### src/fr_pkg.sv
// Shared types, widths and constants for the Fresnel reflectance pipeline.
// No dependencies; fresnel_reflectance and fr_div_cell refer to this package.
package fr_pkg;

   localparam int ANGLE_FRAC_BITS_DEF = 15;
   localparam int WORK_FRAC           = 16;
   localparam int INDEX_FRAC          = 10;
   localparam int FIELD_W             = 16;

   // Internal Q.16 values that can reach 1.0 need one extra bit.
   localparam int COS_W  = WORK_FRAC + 1;
   localparam int R_W    = 31;
   localparam int QQ_W   = 31;
   localparam int H_RAD_W = 60;
   localparam int P_RAD_W = 48;
   localparam int NUM_W  = 56;
   localparam int QUOT_W = WORK_FRAC + 1;
   localparam int DIV_LANES = 2;

   localparam logic [FIELD_W-1:0] INDEX_REAL_RESET = 16'd1024;
   localparam logic [FIELD_W-1:0] INDEX_IMAG_RESET = 16'd0;

   typedef enum logic [0:0] {
      CSR_INDEX_REAL = 1'b0,
      CSR_INDEX_IMAG = 1'b1
   } fr_csr_type;

   typedef struct packed {
      logic [COS_W-1:0] c;
      logic [COS_W-1:0] c2;
      logic [COS_W-1:0] s2;
      logic             grazing;
   } fr_angle_type;

   typedef struct packed {
      logic signed [R_W-1:0] r;
      fr_angle_type          ang;
   } fr_side_h_type;

   typedef struct packed {
      logic [QQ_W-1:0] qq;
      fr_angle_type    ang;
   } fr_side_p_type;

endpackage

### src/fr_div_cell.sv
// One step cell of the pipelined restoring divider: one quotient bit per lane per beat.
// Depends on fr_pkg for the lane count.
module fr_div_cell #(
   parameter int DEN_W = 56,
   parameter int Q_W   = 17
) (
   input  logic              clock,
   input  logic              reset,
   input  logic              in_valid,
   input  logic              in_grazing,
   input  logic [DEN_W:0]    in_rem  [fr_pkg::DIV_LANES],
   input  logic [DEN_W-1:0]  in_den  [fr_pkg::DIV_LANES],
   input  logic [Q_W-1:0]    in_low  [fr_pkg::DIV_LANES],
   input  logic [Q_W-1:0]    in_quot [fr_pkg::DIV_LANES],
   output logic              out_valid,
   output logic              out_grazing,
   output logic [DEN_W:0]    out_rem  [fr_pkg::DIV_LANES],
   output logic [DEN_W-1:0]  out_den  [fr_pkg::DIV_LANES],
   output logic [Q_W-1:0]    out_low  [fr_pkg::DIV_LANES],
   output logic [Q_W-1:0]    out_quot [fr_pkg::DIV_LANES]
);

   logic              valid_ff;
   logic              grazing_ff;
   logic [DEN_W:0]    rem_ff  [fr_pkg::DIV_LANES];
   logic [DEN_W:0]    rem_in  [fr_pkg::DIV_LANES];
   logic [DEN_W-1:0]  den_ff  [fr_pkg::DIV_LANES];
   logic [Q_W-1:0]    low_ff  [fr_pkg::DIV_LANES];
   logic [Q_W-1:0]    low_in  [fr_pkg::DIV_LANES];
   logic [Q_W-1:0]    quot_ff [fr_pkg::DIV_LANES];
   logic [Q_W-1:0]    quot_in [fr_pkg::DIV_LANES];

   // The incoming remainder is below the divisor, so it fits DEN_W bits
   // before the next numerator bit is shifted in.
   always_comb begin
      logic [DEN_W:0] rem_sh;
      logic           take;
      for (int l = 0; l < fr_pkg::DIV_LANES; l++) begin
         rem_sh     = {in_rem[l][DEN_W-1:0], in_low[l][Q_W-1]};
         take       = rem_sh >= {1'b0, in_den[l]};
         rem_in[l]  = take ? rem_sh - {1'b0, in_den[l]} : rem_sh;
         quot_in[l] = {in_quot[l][Q_W-2:0], take};
         low_in[l]  = {in_low[l][Q_W-2:0], 1'b0};
      end
   end

   always_ff @(posedge clock) begin
      if (reset) begin
         valid_ff <= 1'b0;
      end else begin
         valid_ff <= in_valid;
      end
   end

   always_ff @(posedge clock) begin
      grazing_ff <= in_grazing;
      rem_ff     <= rem_in;
      den_ff     <= in_den;
      low_ff     <= low_in;
      quot_ff    <= quot_in;
   end

   assign out_valid   = valid_ff;
   assign out_grazing = grazing_ff;
   assign out_rem     = rem_ff;
   assign out_den     = den_ff;
   assign out_low     = low_ff;
   assign out_quot    = quot_ff;

endmodule
### config.mk
export PLATFORM = sky130hd
export DESIGN_NAME = fr_div_cell
export DESIGN_NICKNAME = d
export VERILOG_FILES = /design/src/fr_pkg.sv /design/src/fr_div_cell.sv
export SDC_FILE = /design/constraint.sdc
export NUM_CORES = 1
export LEC_CHECK = 0
export BUFFER_PORTS_ARGS = -buffer_cell sky130_fd_sc_hd__buf_2
export CAP_MARGIN = 20
export CORE_AREA = 3 3 228 230
export CTS_CLUSTER_DIAMETER = 50
export DETAILED_ROUTE_END_ITERATION = 8
export DIE_AREA = 0 0 231 233
export GPL_ROUTABILITY_DRIVEN = 0
export PLACE_DENSITY = 0.63
export SYNTH_ARGS = -nofsm -noshare
export SYNTH_HDL_FRONTEND = slang
export SYNTH_SLANG_ARGS = --single-unit
export TNS_END_PERCENT = 30
### constraint.sdc
create_clock -name clock -period 3.6 [get_ports clock]
set_input_delay 0.36 -clock clock [delete_from_list [all_inputs] [get_ports clock]]
set_output_delay 0.36 -clock clock [all_outputs]
set_load 0.005 [all_outputs]
Word level (Yosys, flattened, before mapping):

Index checks and enable logic that the tools add are counted.

* memories kept: 0
* logic and storage cells: 16
* bits in read-only memories: 0
* latch bits: 0
* input bits: 298
* flip-flop bits (word level): 294
* bits in writable memories: 0
* output and inout port bits: 296

* equal/unequal tests: 0
* add/subtract/negate cells: 2
* reduce and logical (&&, ||, !) cells: 0
* div/mod/pow operators: 0
* $mul: 0
* multiplexer cells: 2
* shifts and indexed selects: 0
* bitwise operators: 0
* $lt $le $gt $ge: 2

Operator list (count)
* $ge A57 B56 Y1: 2
* $mux W57: 2
* $sub A57 B56 Y57: 2

Depth between registers and ports, before layout:

* word-level depth: 2
* depth in mapped cells: 15
* depth with buffers taken out: 13

Least setup slack after synthesis:

No wires, ideal clock.

* kind: input -> register
* start: input in_den[14] (netlist bit)
* end: register rem_ff, in the netlist out_rem[52]
* slack: 0.702 ns
* buffers on the path: 1
* data required time: 3.478 ns
* stages on the path: 11
* arrival time: 2.776 ns
* library setup time: 0.122 ns
* cell sequence: inv_1 ha_1 nand2_1 or3_1 or4_4 a211o_1 a21oi_4 nor2_2 buf_6 nor4_2 nor3_2

RTL lines
* start, declared: RTL line fr_div_cell.sv:12 `input logic [DEN_W-1:0] in_den [fr_pkg::DIV_LANES],`
* end signal, assigned: RTL line fr_div_cell.sv:57 `rem_ff <= rem_in;`
* end, declared: RTL line fr_div_cell.sv:25 `logic [DEN_W:0] rem_ff [fr_pkg::DIV_LANES];`

==> results.py <==
metrics = {
    "clock_tree": {
        "clk_pin_slew_worst_paths_ns": 0.06,
        "cts.sinks": 294,
        "cts_root_buf": "clkbuf_16",
        "cts_tree": "built",
        "cts_max_level": 2,
        "ctsLongestPathBuffers": 3,
        "cts_buffers": 39,
    },
    "critical_path": {
        "cpPeakStageDelay_ns": 0.57,
        "path_buf_inv": 4,
        "crit_slowest_cell": "dlygate4sd3_1",
        "critPathLaunchType": "primary input",
        "crit_chain": "dlygate4sd3_1, buf_2, inv_1, ha_1, nand2_1, nor2_1, nand4_1, nor4_2, nand4_1, o211ai_1, and3b_1, nor2_4, buf_12, mux2_2",
        "endpoint_kind": "flip-flop",
        "critPathTopFamily": "simple AND/OR/NAND/NOR gates",
        "crit_type": "in -> reg",
        "crit_arrival_ns": 3.90,
        "crit_top_cell": "nand4_1",
        "worst-path-max-fanout": 48,
        "cp_data_required_time_ns": 4.02,
    },
    "synthesis": {
        "synthFlopType": "dfxtp_1",
        "ys_seq_elements": 294,
        "syn_area_per_cell_um2": 8.55,
        "synthSimpleGateAreaFrac_pct": 15.1,
        "synth_area_um2": 14400,
        "synth_top_family_by_area": "compound AO/OA/AOI/OAI gates",
        "yosysWarnings": 0,
        "synth-compound-area-share_pct": 21.0,
        "yosysUniqueCellTypes": 77,
        "synth_fa_ha_area_share_pct": 10.0,
        "synth-edff-count": 0,
        "async_flop_share_pct": 0,
        "yosysSeqAreaShare_pct": 40.9,
        "synthMuxAreaShare_pct": 0.852,
        "synth-xor-area-share_pct": 5.78,
        "synthCells": 1682,
    },
    "die": {
        "floorplan.rows": 82,
        "die_x_um": 231,
        "dieArea_um2": 53800,
        "die_h_um": 233,
        "io_pins": 594,
        "core_area_um2": 50100,
        "start_util_pct": 28.7,
    },
    "final_layout": {
        "syn_to_final_growth_pct": 49.1,
        "fin_cells": 3171,
        "finish.utilization_pct": 42.8,
        "finalNetCount": 2879,
        "finalInstanceArea_um2": 21500,
        "drive_above_1_share_pct": 30.3,
    },
    "placed_design": {
        "place_hpwl_um": 45400,
        "post-place-cells": 2922,
        "port_buffers": 587,
        "placed_cell_area_um2": 18300,
        "pre_cts_ws_ns": 0.0604,
    },
    "hold_path": {
        "hp-start": "in_den[16]",
        "hold_path.class": "in -> reg",
        "holdPathStages": 1,
        "holdPathEnd": "out_den[16]",
    },
    "detailed_routing": {
        "wl_per_cell_um": 18.2,
        "first_pass_iters": 5,
        "drt-total-wl_um": 57800,
        "route.detailed.drc": 0,
        "viasPerCell": 4.82,
        "vias": 15300,
        "first_iter_violations": 716,
        "ant_nets": 0,
    },
    "global_routing": {
        "grt.total_usage_pct": 20.4,
        "grt_max_degree": 49,
        "grt_overflow": 0,
        "antenna_found_initial": 9,
        "grt_pass1_vias": 15700,
        "grt_pass1_wl_um": 86200,
    },
    "pwr": {
        "p_per_area_nw_per_um2": 482,
        "ir_drop_uv": 381,
        "p_leak_nw": 10.4,
        "total_power_mw": 10.3,
    },
    "sta": {
        "slew_headroom_pct": 54.1,
        "slew_violations": 0,
        "fin_ws_ns": 0.116,
        "finalHoldViolCount": 0,
        "hold_ws_ns": 0.0290,
        "fmax_mhz": 287,
        "finalCriticalPeriod_ns": 3.48,
        "fin_setup_tns_ns": 0,
        "tightest_slew_ns": 0.681,
        "setup_viol": 0,
        "rsz0062_at_grt": "false",
        "finalCritPeriodShare_pct": 96.8,
    },
    "run": {
        "drv_cap": 0,
    },
    "run_status": {
        "run_status": "finished, final reports clean",
    },
}
## layer usage
layer  vias up  routed length (um)  global-route usage (%)
li1       7411                   -                       -
met1      7074               21000                    20.7
met2       667               29600                    38.3
met3       138                4850                    6.59
met4         6                2330                    8.52
met5         -                  37                       0
## cell usage after synthesis, drive strengths merged (9+ instances only)
cell / n / area share, %
a211oi: 9 / 0.57
a21o: 67 / 3.5
a21oi: 215 / 7.6
a31oi: 13 / 0.57
and2: 9 / 0.39
and4: 9 / 0.55
buf: 29 / 1.2
clkbuf: 49 / 1.3
dfxtp: 294 / 41
ha: 112 / 9.7
inv: 147 / 3.8
mux2: 10 / 0.78
nand2: 113 / 2.9
nand2b: 14 / 0.61
nand3: 23 / 0.80
nand4: 45 / 2.0
nor2: 162 / 4.3
nor2b: 14 / 0.61
nor3: 28 / 1.1
o21a: 17 / 0.89
o21ai: 94 / 3.3
o21bai: 19 / 1.1
o31ai: 11 / 0.70
xnor2: 56 / 3.4
xor2: 39 / 2.4
## repair_timing
action	4_1_cts	5_1_grt
gates resized for setup	0	10
buffers inserted	0	1
hold endpoints to repair	175	0
endpoints found under the setup margin	0	22
hold buffers	175	0
## cells by family after synthesis
group                    count (synthesis)
AO/OA/AOI/OAI                          492
XOR/XNOR                                95
adder cells (fa/ha/maj)                114
buffers and inverters                  225
flip-flops                             294
multiplexers                            11
other                                    1
AND/OR/NAND/NOR                        450
## where the power goes
| part | switching (mW) | internal (mW) |
|---|---|---|
| clock | 1.55 | 2.31 |
| sequential | 0.114 | 3.65 |
| combinational | 1.47 | 1.24 |
| total | 3.14 | 7.20 |
## cells in the final DEF (no fill, tap or decap), drive strengths merged, types with 4 or more instances in the layout
cell type / netlist / routed
or3: 7 / 7
mux2: 10 / 10
buf: 29 / 646
o21a: 17 / 17
inv: 147 / 155
and4: 9 / 9
a221oi: 5 / 5
o31ai: 11 / 11
nor2b: 14 / 14
a31oi: 13 / 13
o21bai: 19 / 19
a21o: 67 / 67
clkbuf: 49 / 46
and3: 7 / 7
o21ai: 94 / 94
xor2: 39 / 39
xnor2: 56 / 56
a211oi: 9 / 9
o211ai: 6 / 6
ha: 112 / 112
o22ai: 6 / 6
dfxtp: 294 / 294
a21oi: 215 / 215
nand2b: 14 / 14
nand2: 113 / 113
dlygate4sd3: 0 / 175
diode: 0 / 6
clkinv: 0 / 10
nor2: 162 / 162
nand4: 45 / 45
nand3: 23 / 23
o31a: 4 / 4
nor3: 28 / 28
nor4: 6 / 6
and2: 9 / 9
## how the worst max path moves through the flow
stage,endpoint,startpoint,cells past startpoint,slack [ns]
floorplan,out_rem[52],in_den[14],11,0.70
global placement,out_rem[54],in_low[16],17,0.11
detailed placement,out_rem[107],in_den[94],13,0.06
CTS,out_rem[107],in_den[95],14,0.09
global route,out_rem[57],in_den[63],14,0.02
finish,out_rem[60],in_den[105],14,0.12
## flip-flops by register name, summed over array words and instances, names as in the netlist
signal / count
out_rem: 114
out_den: 112
out_quot: 34
out_low: 32
out_grazing: 1
out_valid: 1
## final cells by class
cell class              count  area, um^2
fillers                  4939       28600
multi-input cells        1164        7640
flip-flops and latches    294        5890
repair buffers            821        5210
clock buffers              46        1060
well taps                 672         841
inverters                 147         552
clock inverters            21         241
diodes                      6        15.0
(Power assumes the default switching activity.)
