<file path="src/fr_sqrt_cell.sv">
// One digit cell of the pipelined integer square root: settles one root bit per beat.
// Uses no package items; side data rides along with the operand unchanged.
module fr_sqrt_cell #(
   parameter int RAD_W  = 60,
   parameter int SIDE_W = 1
) (
   input  logic                   clock,
   input  logic                   reset,
   input  logic                   in_valid,
   input  logic [RAD_W-1:0]       in_rad,
   input  logic [RAD_W/2+1:0]     in_rem,
   input  logic [RAD_W/2-1:0]     in_root,
   input  logic [SIDE_W-1:0]      in_side,
   output logic                   out_valid,
   output logic [RAD_W-1:0]       out_rad,
   output logic [RAD_W/2+1:0]     out_rem,
   output logic [RAD_W/2-1:0]     out_root,
   output logic [SIDE_W-1:0]      out_side
);

   localparam int ROOT_W = RAD_W / 2;

   logic                valid_ff;
   logic [RAD_W-1:0]    rad_ff, rad_in;
   logic [ROOT_W+1:0]   rem_ff, rem_in;
   logic [ROOT_W-1:0]   root_ff, root_in;
   logic [SIDE_W-1:0]   side_ff;
   logic [ROOT_W+1:0]   rem_sh, trial;
   logic                take;

   // The partial remainder never exceeds twice the partial root, so the
   // top bits dropped by the shifts are always zero.
   always_comb begin
      rem_sh  = {in_rem[ROOT_W-1:0], in_rad[RAD_W-1 -: 2]};
      trial   = {1'b0, in_root[ROOT_W-2:0], 2'b01};
      take    = rem_sh >= trial;
      rem_in  = take ? rem_sh - trial : rem_sh;
      root_in = {in_root[ROOT_W-2:0], take};
      rad_in  = {in_rad[RAD_W-3:0], 2'b00};
   end

   always_ff @(posedge clock) begin
      if (reset) begin
         valid_ff <= 1'b0;
      end else begin
         valid_ff <= in_valid;
      end
   end

   always_ff @(posedge clock) begin
      rad_ff  <= rad_in;
      rem_ff  <= rem_in;
      root_ff <= root_in;
      side_ff <= in_side;
   end

   assign out_valid = valid_ff;
   assign out_rad   = rad_ff;
   assign out_rem   = rem_ff;
   assign out_root  = root_ff;
   assign out_side  = side_ff;

endmodule

</file>
<file path="config.mk">
export PLATFORM = sky130hd
export DESIGN_NAME = fr_sqrt_cell
export DESIGN_NICKNAME = d
export VERILOG_FILES = /design/src/fr_sqrt_cell.sv
export SDC_FILE = /design/constraint.sdc
export NUM_CORES = 1
export LEC_CHECK = 0
export BUFFER_PORTS_ARGS = -buffer_cell sky130_fd_sc_hd__buf_2
export CAP_MARGIN = 20
export CORE_UTILIZATION = 40
export CTS_BUF_LIST = sky130_fd_sc_hd__clkbuf_4 sky130_fd_sc_hd__clkbuf_8
export DETAILED_ROUTE_END_ITERATION = 8
export GPL_ROUTABILITY_DRIVEN = 0
export HOLD_SLACK_MARGIN = 0.12
export PLACE_DENSITY_LB_ADDON = 0.1
export SLEW_MARGIN = 20
export SYNTH_ARGS = -nofsm -noshare
export SYNTH_HDL_FRONTEND = slang
export SYNTH_SLANG_ARGS = --single-unit
</file>
<file path="constraint.sdc">
create_clock -name clock -period 6.2 [get_ports clock]
set_input_delay 1.55 -clock clock [delete_from_list [all_inputs] [get_ports clock]]
set_output_delay 1.55 -clock clock [all_outputs]
set_load 0.005 [all_outputs]
</file>
Yosys cells after proc, flatten, opt, wreduce, memory -nomap -nowiden --
Index checks and enable logic that the tools add are counted. Widths: inputs -> output; s select.
Word-level totals: word-level logic and storage cells 8, bits in registers 122
Cells by class: multiplexer cells 1, add/sub/neg operators 1, magnitude comparators 1
Operators by type and width (count):
- $ge 32x31->1 | 1
- $mux 32 | 1
- $sub 32x31->32 | 1

Logic depth before layout (Yosys ltp) --
Gate-level depths: netlist of run 1.
word-level depth 2, gate-level depth with buffers 13, mapped depth without buffers 11

Worst setup path after synthesis of run 1 --
OpenSTA, ideal clock, no wires.
kind in2reg, start in in_root[0], end reg rem_ff[28] (netlist: out_rem[28]), setup slack 2.555 ns, stages on the path 10, data required time 6.081 ns, path buffers 0, library setup time 0.119 ns, data arrival time 3.527 ns, path through inv_1 ha_1 nor2b_1 o31a_1 o21ai_2 o211a_1 nor4_1 or2_1 a2111o_1 o221a_2
On the way: word-level cells in the longest chain between the ends 2, elaborated cells between the ends (all ways) 3, classes of those cells 1 x add/sub; 1 x order compare; 1 x mux
Ends and longest elaborated chain:
- start, declared | RTL line 12 | input logic [RAD_W/2-1:0] in_root,
- $sub 32x31->32 / $ge 32x31->1 (equally long branches) | RTL line 37, 36
- $mux 32 * | RTL line 37 | rem_in = take ? rem_sh - trial : rem_sh;
- via rem_in[28] | RTL line 25 | logic [ROOT_W+1:0] rem_ff, rem_in;
- end signal, assigned | RTL line 52 | rem_ff <= rem_in;
- end, declared | RTL line 25
Mark *: on every way through the listed nets, which the timed path passes. The rest lies on a longest branch. A chain may end at the register's enable or synchronous reset.

Worst setup path after layout of run 1 --
start in in_root[23], end reg rem_ff[28] (netlist: out_rem[28])
Same word-level chain as after synthesis.

==> metrics.md, run 1 <==
| Metric | Value |
|---|---|
| Run status | finished clean |
| Sequential cell fraction of total power | 45.4% |
| Ports | 250 |
| CTS Hold Bufs | 0 |
| EDFF count, synth | 0 |
| Mapped Area | between 0.004 and 0.005 sq mm |
| Min-delay src | in_rad[54] |
| Drt total wl | about 12000 um |
| First-pass GRT wire length | about 18000 um |
| Detailed-route via count | 4221 |
| Worst-case clock buffer depth | 2 |
| Die X | 110 um |
| Sw frac | between 20% and 30% |
| Layout cells sized above 1 | between 30% and 40% |
| CP required | 6520 ps |
| Clock root cell | clkbuf_8 |
| CP Max Fanout | 36 |
| DR iter-0 viols | 190 |
| Max-cap violations | 0 |
| H-tree depth | 4 |
| Worst hold stages | 1 |
| RSZ-0062 raised after global routing | no |
| Drt pass-1 iters | 4 |
| Cell repeated most along the worst path | a21oi_1 |
| Crit. End Element | flip-flop |
| Int Pwr | approximately 1400 uW |
| CP bufs+invs | 3 |
| Largest stage delay on the critical path | 620 ps |
| Core area | 0.0114 sq mm |
| Sequential-to-total area share from yosys stat | between 50% and 60% |
| Cells after Synth | about 480 |
| Maximum vdd drop | ~0.21 mV |
| P_sw | 522 uW |
| CP top delay family | compound AO/OA/AOI/OAI gates |
| Clock Pin Slew Worst Setup and Hold Paths | roughly 70 ps |
| CP Cell Sequence | buf_2, inv_1, ha_1, a21oi_1, o21bai_1, a21oi_1, o21ai_0, a211oi_1, and2_4, inv_2, o221a_2 |
| Synth area leader | dfxtp_1 |
| Startpoint Class | primary input |
| DRC | 0 |
| Lkg Pwr | around 0.0032 uW |
| Vias in the first global route | between 3000 and 4000 |
| N_diodes | 0 |
| Final-report max-slew violation count | 0 |
| Cts repair resizes | 0 |
| Final min period | just over 4000 ps |
| Initial antenna violation count | 0 |
| CTS sink count | 122 |
| Asr flop ratio synth | 0% |
| Num CTS Buffers | 17 |
| Final hold slack | 1230 ps |
| DRT antenna net count | 0 |
| # port buffers | around 240 |
| Slew @ Worst Pin | 681 ps |
| Fin. Hold Viols | 0 |
| WL/cell | between 10 and 15 um |
| Vert. Die Dim | about 110 um |
| Die area | around 0.012 sq mm |
| Fin crit share | around 66% |
| Clk pwr share | a little over a third |
| Yosys reg bits | 122 |
| GRT overflow | 0 |
| Post-layout util | a little under three fifths |
| Slew HR | a little over half |
| # setup viols final | 0 |
| Levels on crit path | 11 |
| WS Path Type | primary input to flip-flop |
| Yosys top cell area share | between 50% and 60% |
| Unique cell type count in the Yosys netlist | 58 |
| Core Rows | 39 |
| WP data arrival | around 4400 ps |
| Vias per cell | 4.79 |
| Combinational power share | between 10% and 20% |
| Syn. warnings | 0 |
| Post-synth top flop | dfxtp_1 |
| Total power | 1930 uW |
| Area Growth Syn to Fin | 36.6% |
| Total GRT Usage | approximately a fifth |
| Largest net degree at the start of global routing | 37 |
| Post-CTS setup repair buffer count | 0 |
| DP HPWL | between 9000 and 10000 um |
| Synth Area per Inst | slightly below 10 sq um |
| Slowest cell on crit path | a211oi_1 |
| Top cells by area, synth | dfxtp_1 52%, ha_1 8.3%, a21oi_1 4.9%, nand2_1 3.4%, inv_1 2.9% |
| Fmax | 245 MHz |
| Worst hold endpoint | out_rad[56] |
| Starting density of the core | 41.0% |
| Final Net Count | approximately 880 |
| Total negative setup slack | 0 ps |
| Hold Crit Class | primary input to flip-flop |
| CTS tree | built |
| Pwr Density | 302 mW/mm^2 |
routing by layer:
metal  track usage [%]  wire, um  part of all wire (%)
met1              22.1      4980                    41
met2              33.7      5920                    49
met3              6.76       972                   8.1
met4              8.10       180                   1.5
met5                 0         0                     0
Yosys cell counts (5+ instances only):
| library cell | instances |
|---|---|
| ha_1 | 31 |
| nor2b_1 | 7 |
| clkbuf_1 | 5 |
| xnor2_1 | 14 |
| nand2_1 | 42 |
| o21ai_0 | 23 |
| a21oi_1 | 46 |
| a21o_1 | 8 |
| nand3_1 | 6 |
| buf_2 | 7 |
| o21a_1 | 5 |
| xor2_1 | 10 |
| o31ai_1 | 5 |
| dfxtp_1 | 122 |
| inv_1 | 36 |
| a31oi_1 | 6 |
| nor2_1 | 33 |
| and3_1 | 6 |
| nor3_1 | 5 |
stage by stage:
step	instance area (sq um)	setup WS, ps	instances
2_1_floorplan	4660	2550	478
3_3_place_gp	5980	1630	850
5_1_grt	6370	1970	881
4_1_cts	6370	2140	881
3_5_place_dp	5980	1670	850
6_report	6370	2120	881
placed cells by master, fill, tap and decap left out, types with 4 or more instances in the layout:
cell type  count
o31ai_1        5
nor2_1        33
clkbuf_8      18
xor2_1        10
nor2b_1        7
buf_2        244
a21oi_1       46
clkinv_2       4
o21bai_1       4
o21a_1         5
inv_1         36
and3_1         6
xnor2_1       14
ha_1          31
o21ai_0       23
nand3_1        6
a21o_1         8
nand2_1       42
a31oi_1        6
nor3_1         5
dfxtp_1      122
area by class of cell:
type	count	area, sq um
Clock inverter	11	120
Multi-Input combinational cell	304	2000
Timing Repair Buffer	244	1220
Sequential cell	122	2440
Inverter	37	139
Tap cell	143	179
Fill cell	1074	5000
Clock buffer	20	263
registers in the layout (all words and copies together) (netlist names):
name and cells:
out_root 30, out_valid 1, out_rem 32, out_side 1
out_rad 58
power by group through the flow:
stage | clock (uW) | sequential [uW] | combinational, uW
after floorplan | 0 | 906 | 196
after global placement | 0 | 891 | 365
after detailed placement | 0 | 893 | 368
after CTS | 708 | 876 | 370
after global routing | 740 | 882 | 410
final | 685 | 875 | 366
kinds of logic after synthesis:
logic type	after synthesis	synth area share, %
buffers and inverters	52	4.70
AND/OR/NAND/NOR	122	12.5
adder cells (fa/ha/maj)	31	8.32
XOR/XNOR	24	4.51
AO/OA/AOI/OAI	125	17.5
flip-flops	122	52.4
other	1	0.0805
worst max-delay path by stage:
stage             endpoint  slack [ps]        start
3_5_place_dp   out_rem[28]        1670  in_root[23]
3_3_place_gp   out_rem[28]        1630   in_rem[23]
5_1_grt        out_rem[28]        1970  in_root[23]
6_report       out_rem[28]        2120  in_root[23]
2_1_floorplan  out_rem[28]        2550   in_root[0]
4_1_cts        out_rem[28]        2140  in_root[23]
(Power assumes the default switching activity.)
==> run 2, diff against run 1 <==
==> constraint.sdc (replaced) <==
create_clock -name clock -period 4 [get_ports clock]
set_input_delay 1 -clock clock [delete_from_list [all_inputs] [get_ports clock]]
set_output_delay 1 -clock clock [all_outputs]
set_load 0.005 [all_outputs]
==> metrics.md, run 2 (synthesized netlist as in run 1, its figures left out) <==
| Metric | Value |
|---|---|
| Initial antenna violation count | 0 |
| Fmax | between 300 and 400 MHz |
| Flip-flop count of the largest register after layout | 58 |
| N_diodes | 0 |
| Core area | roughly 0.011 sq mm |
| Int Pwr | between 2000 and 2500 uW |
| Startpoint Class | primary input |
| Post-CTS setup repair buffer count | 0 |
| Fillers | between 1000 and 1500 |
| Final min period | 3130 ps |
| CTS tree | built |
| Maximum vdd drop | about 0.29 mV |
| Core Rows | 39 |
| Clock root cell | clkbuf_8 |
| WP data arrival | ~3500 ps |
| CTS Hold Bufs | 0 |
| DRC | 0 |
| Combinational power share | between 10% and 20% |
| Detailed-route via count | 4195 |
| CP Max Fanout | 16 |
| Post-layout util | a little under three fifths |
| Lkg Pwr | about 0.0032 uW |
| Crit path from | in_root[17] |
| Vias per cell | 4.73 |
| Starting density of the core | 41.0% |
| Pwr Density | roughly 480 mW/mm^2 |
| Worst-case clock buffer depth | 2 |
| RSZ-0062 raised after global routing | no |
| Hold Crit Class | primary input to flip-flop |
| Final-report max-slew violation count | 0 |
| Clock Pin Slew Worst Setup and Hold Paths | ~80 ps |
| Layout cells sized above 1 | around two fifths |
| Commonest non-fill, non-tap cells in the layout | 244 x buf_2, 122 x dfxtp_1, 46 x a21oi_1 |
| Vias in the first global route | between 3000 and 4000 |
| P_sw | slightly below 900 uW |
| Area Growth Syn to Fin | 37.9% |
| First-pass GRT wire length | 17800 um |
| Commonest non-fill, non-tap cell in the layout | buf_2 |
| Sequential cell fraction of total power | roughly 44% |
| GRT overflow | 0 |
| Vert. Die Dim | about 110 um |
| Largest net degree at the start of global routing | 21 |
| Cts repair resizes | 0 |
| Clk pwr share | a little under two fifths |
| Ports | 250 |
| WS Path Type | primary input to flip-flop |
| # setup viols final | 0 |
| Fin. Hold Viols | 0 |
| Max-cap violations | 0 |
| Sw frac | between 20% and 30% |
| DP HPWL | between 9000 and 10000 um |
| Drt total wl | around 12000 um |
| Crit. End Element | flip-flop |
| Setup crit end | out_rem[28] |
| DR iter-0 viols | about 150 |
| CP required | roughly 4300 ps |
| Die area | 0.0121 sq mm |
| DRT antenna net count | 0 |
| Total negative setup slack | 0 ps |
| H-tree depth | 4 |
| Drt pass-1 iters | 4 |
| CTS sink count | between 100 and 150 |
| Run status | finished clean |
| # port buffers | between 200 and 250 |
| WL/cell | 13.7 um |
| Num CTS Buffers | 17 |
| Die X | 110 um |
| Final Net Count | slightly below 900 |
| Total GRT Usage | between 10% and 20% |
| Fin crit share | slightly below 80% |
## run 2: per-stage QoR
stage | setup WS (ps) | hold WS [ps] | area (sq um) | cells | total power [uW]
after detailed placement | 436 | 1100 | 6020 | 855 | 1960
final | 870 | 669 | 6420 | 887 | 3060
after global placement | 458 | 1100 | 6020 | 855 | 1950
after CTS | 902 | 638 | 6420 | 887 | 3090
after floorplan | 905 | 1030 | 4660 | 478 | 1710
after global routing | 759 | 633 | 6420 | 887 | 3220
## run 2: worst min-delay path by stage
stage / from / endpoint / slack [ps] / depth (start not counted)
after detailed placement: in_rad[37] / out_rad[39] / 1100 / 1
after CTS: in_rad[35] / out_rad[37] / 640 / 1
after floorplan: in_rad[8] / out_rad[10] / 1030 / 0
final: in_rad[48] / out_rad[50] / 670 / 1
after global routing: in_rad[29] / out_rad[31] / 630 / 1
after global placement: in_rad[34] / out_rad[36] / 1100 / 1
## run 2: metal layers
metal / track usage, % / up-vias / routed length, um
met1: 22.8 / 1884 / 5190
li1: - / 2155 / -
met5: 0 / - / 0
met3: 6.16 / 6 / 899
met2: 34.2 / 150 / 5930
met4: 5.71 / 0 / 102
## run 2: power groups by stage
| stage | sequential, uW | clock (uW) | combinational, uW |
|---|---|---|---|
| finish | 1350 | 1130 | 575 |
| global route | 1370 | 1210 | 644 |
| CTS | 1360 | 1160 | 581 |
| detailed placement | 1380 | 0 | 577 |
| global placement | 1380 | 0 | 572 |
| floorplan | 1410 | 0 | 304 |
## run 2: layout make-up
class | instances | area (sq um) | share of cell area, %
Sequential cell | 122 | 2440 | 38.0
Tap cell | 143 | 179 | 2.78
Clock inverter | 14 | 163 | 2.53
Multi-Input combinational cell | 304 | 2000 | 31.2
Timing Repair Buffer | 249 | 1260 | 19.6
Inverter | 37 | 139 | 2.16
Clock buffer | 18 | 241 | 3.76
## run 2: worst max-delay path: stages
cell and delay, ps:
buf_2 90, inv_1 40, ha_1 340, a21oi_1 310
o21a_1 170, o21ai_0 80, a31oi_1 310, a2bb2oi_2 290
and2_4 300, inv_2 50, buf_4 190, o221a_2 270
==> run 3, diff against run 2 <==
==> constraint.sdc (replaced) <==
create_clock -name clock -period 2.6 [get_ports clock]
set_input_delay 0.65 -clock clock [delete_from_list [all_inputs] [get_ports clock]]
set_output_delay 0.65 -clock clock [all_outputs]
set_load 0.005 [all_outputs]
==> metrics.md, run 3 (synthesized netlist as in run 1, its figures left out) <==
| Metric | Value |
|---|---|
| Largest net degree at the start of global routing | 22 |
| Combinational power share | ~22% |
| Clock Pin Slew Worst Setup and Hold Paths | about 70 ps |
| Final Net Count | approximately 1000 |
| Vias per cell | 4.65 |
| Startpoint Class | primary input |
| CTS sink count | around 120 |
| First-pass GRT wire length | 19500 um |
| P_sw | approximately 1300 uW |
| Run status | finished clean |
| Commonest non-fill, non-tap cells in the layout | 244 x buf_2, 122 x dfxtp_1, 89 x buf_4 |
| Sequential cell fraction of total power | between 40% and 50% |
| Fin crit share | between 90% and 100% |
| Die area | around 0.012 sq mm |
| Core area | 0.0114 sq mm |
| # setup viols final | 0 |
| Drt pass-1 iters | 4 |
| Fillers | between 900 and 1000 |
| Crit. End Element | flip-flop |
| DR iter-0 viols | ~140 |
| CTS Hold Bufs | 0 |
| Detailed-route via count | 4524 |
| Final-report max-slew violation count | 0 |
| CP required | slightly below 3000 ps |
| Max-cap violations | 0 |
| Total GRT Usage | between 20 and 25% |
| Vert. Die Dim | ~110 um |
| Ports | 250 |
| H-tree depth | 4 |
| Area Growth Syn to Fin | 56.9% |
| Lkg Pwr | ~0.0037 uW |
| Sw frac | 26.8% |
| Drt total wl | between 10000 and 15000 um |
| Commonest non-fill, non-tap cell in the layout | buf_2 |
| Int Pwr | between 3000 and 4000 uW |
| GRT overflow | 0 |
| Flip-flop count of the largest register after layout | 58 |
| Num CTS Buffers | 17 |
| WP data arrival | between 2000 and 3000 ps |
| Post-CTS setup repair buffer count | 0 |
| Area of the multi-input gates | between 0.002 and 0.0025 sq mm |
| DP HPWL | about 11000 um |
| WL/cell | about 13 um |
| N_diodes | 0 |
| Fmax | approximately 410 MHz |
| Hold Crit Class | primary input to flip-flop |
| WS Path Type | primary input to flip-flop |
| Final hold slack | 306 ps |
| Layout cells sized above 1 | between 40 and 50% |
| FF+latch area | 0.00244 sq mm |
| DRC | 0 |
| Clock root cell | clkbuf_8 |
| Vias in the first global route | ~4200 |
| Worst-case clock buffer depth | 2 |
| Pwr Density | roughly 700 mW/mm^2 |
| RSZ-0062 raised after global routing | no |
| DRT antenna net count | 0 |
| Clk pwr share | a little over a third |
| Starting density of the core | 41.0% |
| Slew HR | 65.3% |
| # port buffers | between 200 and 250 |
| Initial antenna violation count | 2 |
| Final min period | 2440 ps |
| Die X | between 100 and 150 um |
| Core Rows | 39 |
| CP Max Fanout | 21 |
| Maximum vdd drop | 0.487 mV |
| Slew @ Worst Pin | roughly 500 ps |
| Total power | around 5000 uW |
| Fin cells | 973 |
| Fin. Hold Viols | 0 |
| Placed Cells | approximately 940 |
| CTS tree | built |
[run 3: cell types whose count changed in the layout (fill, tap and decap cells not counted), moves of 3 or more]
| cell | delta |
|---|---|
| a211oi_2 | +3 |
| a211oi_1 | -3 |
| buf_4 | +84 |
| ha_4 | +11 |
| ha_1 | -11 |
[run 3: critical path: stages]
cell       delay, ps
buf_2             80
inv_1             50
ha_4             280
nand3_2          110
a2111oi_4        290
o21ai_2          140
buf_4            160
o21ai_2          160
a2bb2oi_2         80
and2_4           200
inv_2            180
buf_12           190
nor2_1            50
nor3_1           170
[run 3: cell type report]
| cell class | instances | share of cell area (%) |
|---|---|---|
| clock inverters | 12 | 2.22 |
| inverters | 37 | 1.90 |
| clock buffers | 20 | 3.68 |
| well taps | 143 | 2.45 |
| multi-input cells | 304 | 30.0 |
| repair buffers | 335 | 26.4 |
| flip-flops and latches | 122 | 33.4 |
[run 3: through the flow]
step / TNS, ps / utilization (%) / setup slack [ps] / instance area, sq um
floorplan: -30.0 / - / -18.2 / 4850
global placement: -5990 / 60.4 / -269 / 6870
detailed placement: -7830 / 60.4 / -340 / 6870
CTS: 0 / 64.2 / 144 / 7300
global route: 0 / 64.3 / 8.11 / 7310
finish: 0 / 64.3 / 160 / 7310
[run 3: worst paths after layout]
path,to,cells past startpoint,start
setup / recovery,out_rem[30],14,in_root[8]
hold / removal,out_rad[9],1,in_rad[7]
[run 3: power groups by stage]
stage | clock [uW] | combinational (uW) | sequential, uW
finish | 1790 | 1100 | 2090
global route | 1920 | 1220 | 2110
global placement | 0 | 1090 | 2130
floorplan | 0 | 507 | 2160
CTS | 1830 | 1110 | 2090
detailed placement | 0 | 1100 | 2130
[run 3: timing repair]
item | in CTS | in global routing
setup endpoints to repair | 0 | 13
resized for setup | 0 | 2
hold endpoints to repair | 0 | 0
[run 3: layer usage]
layer  wire, um  up-vias  track usage, %
li1           -     2329               -
met2       6800      149            39.6
met4        193        4            7.90
met1       5160     2020            22.1
met3        945       22            7.77
met5         36        -               0
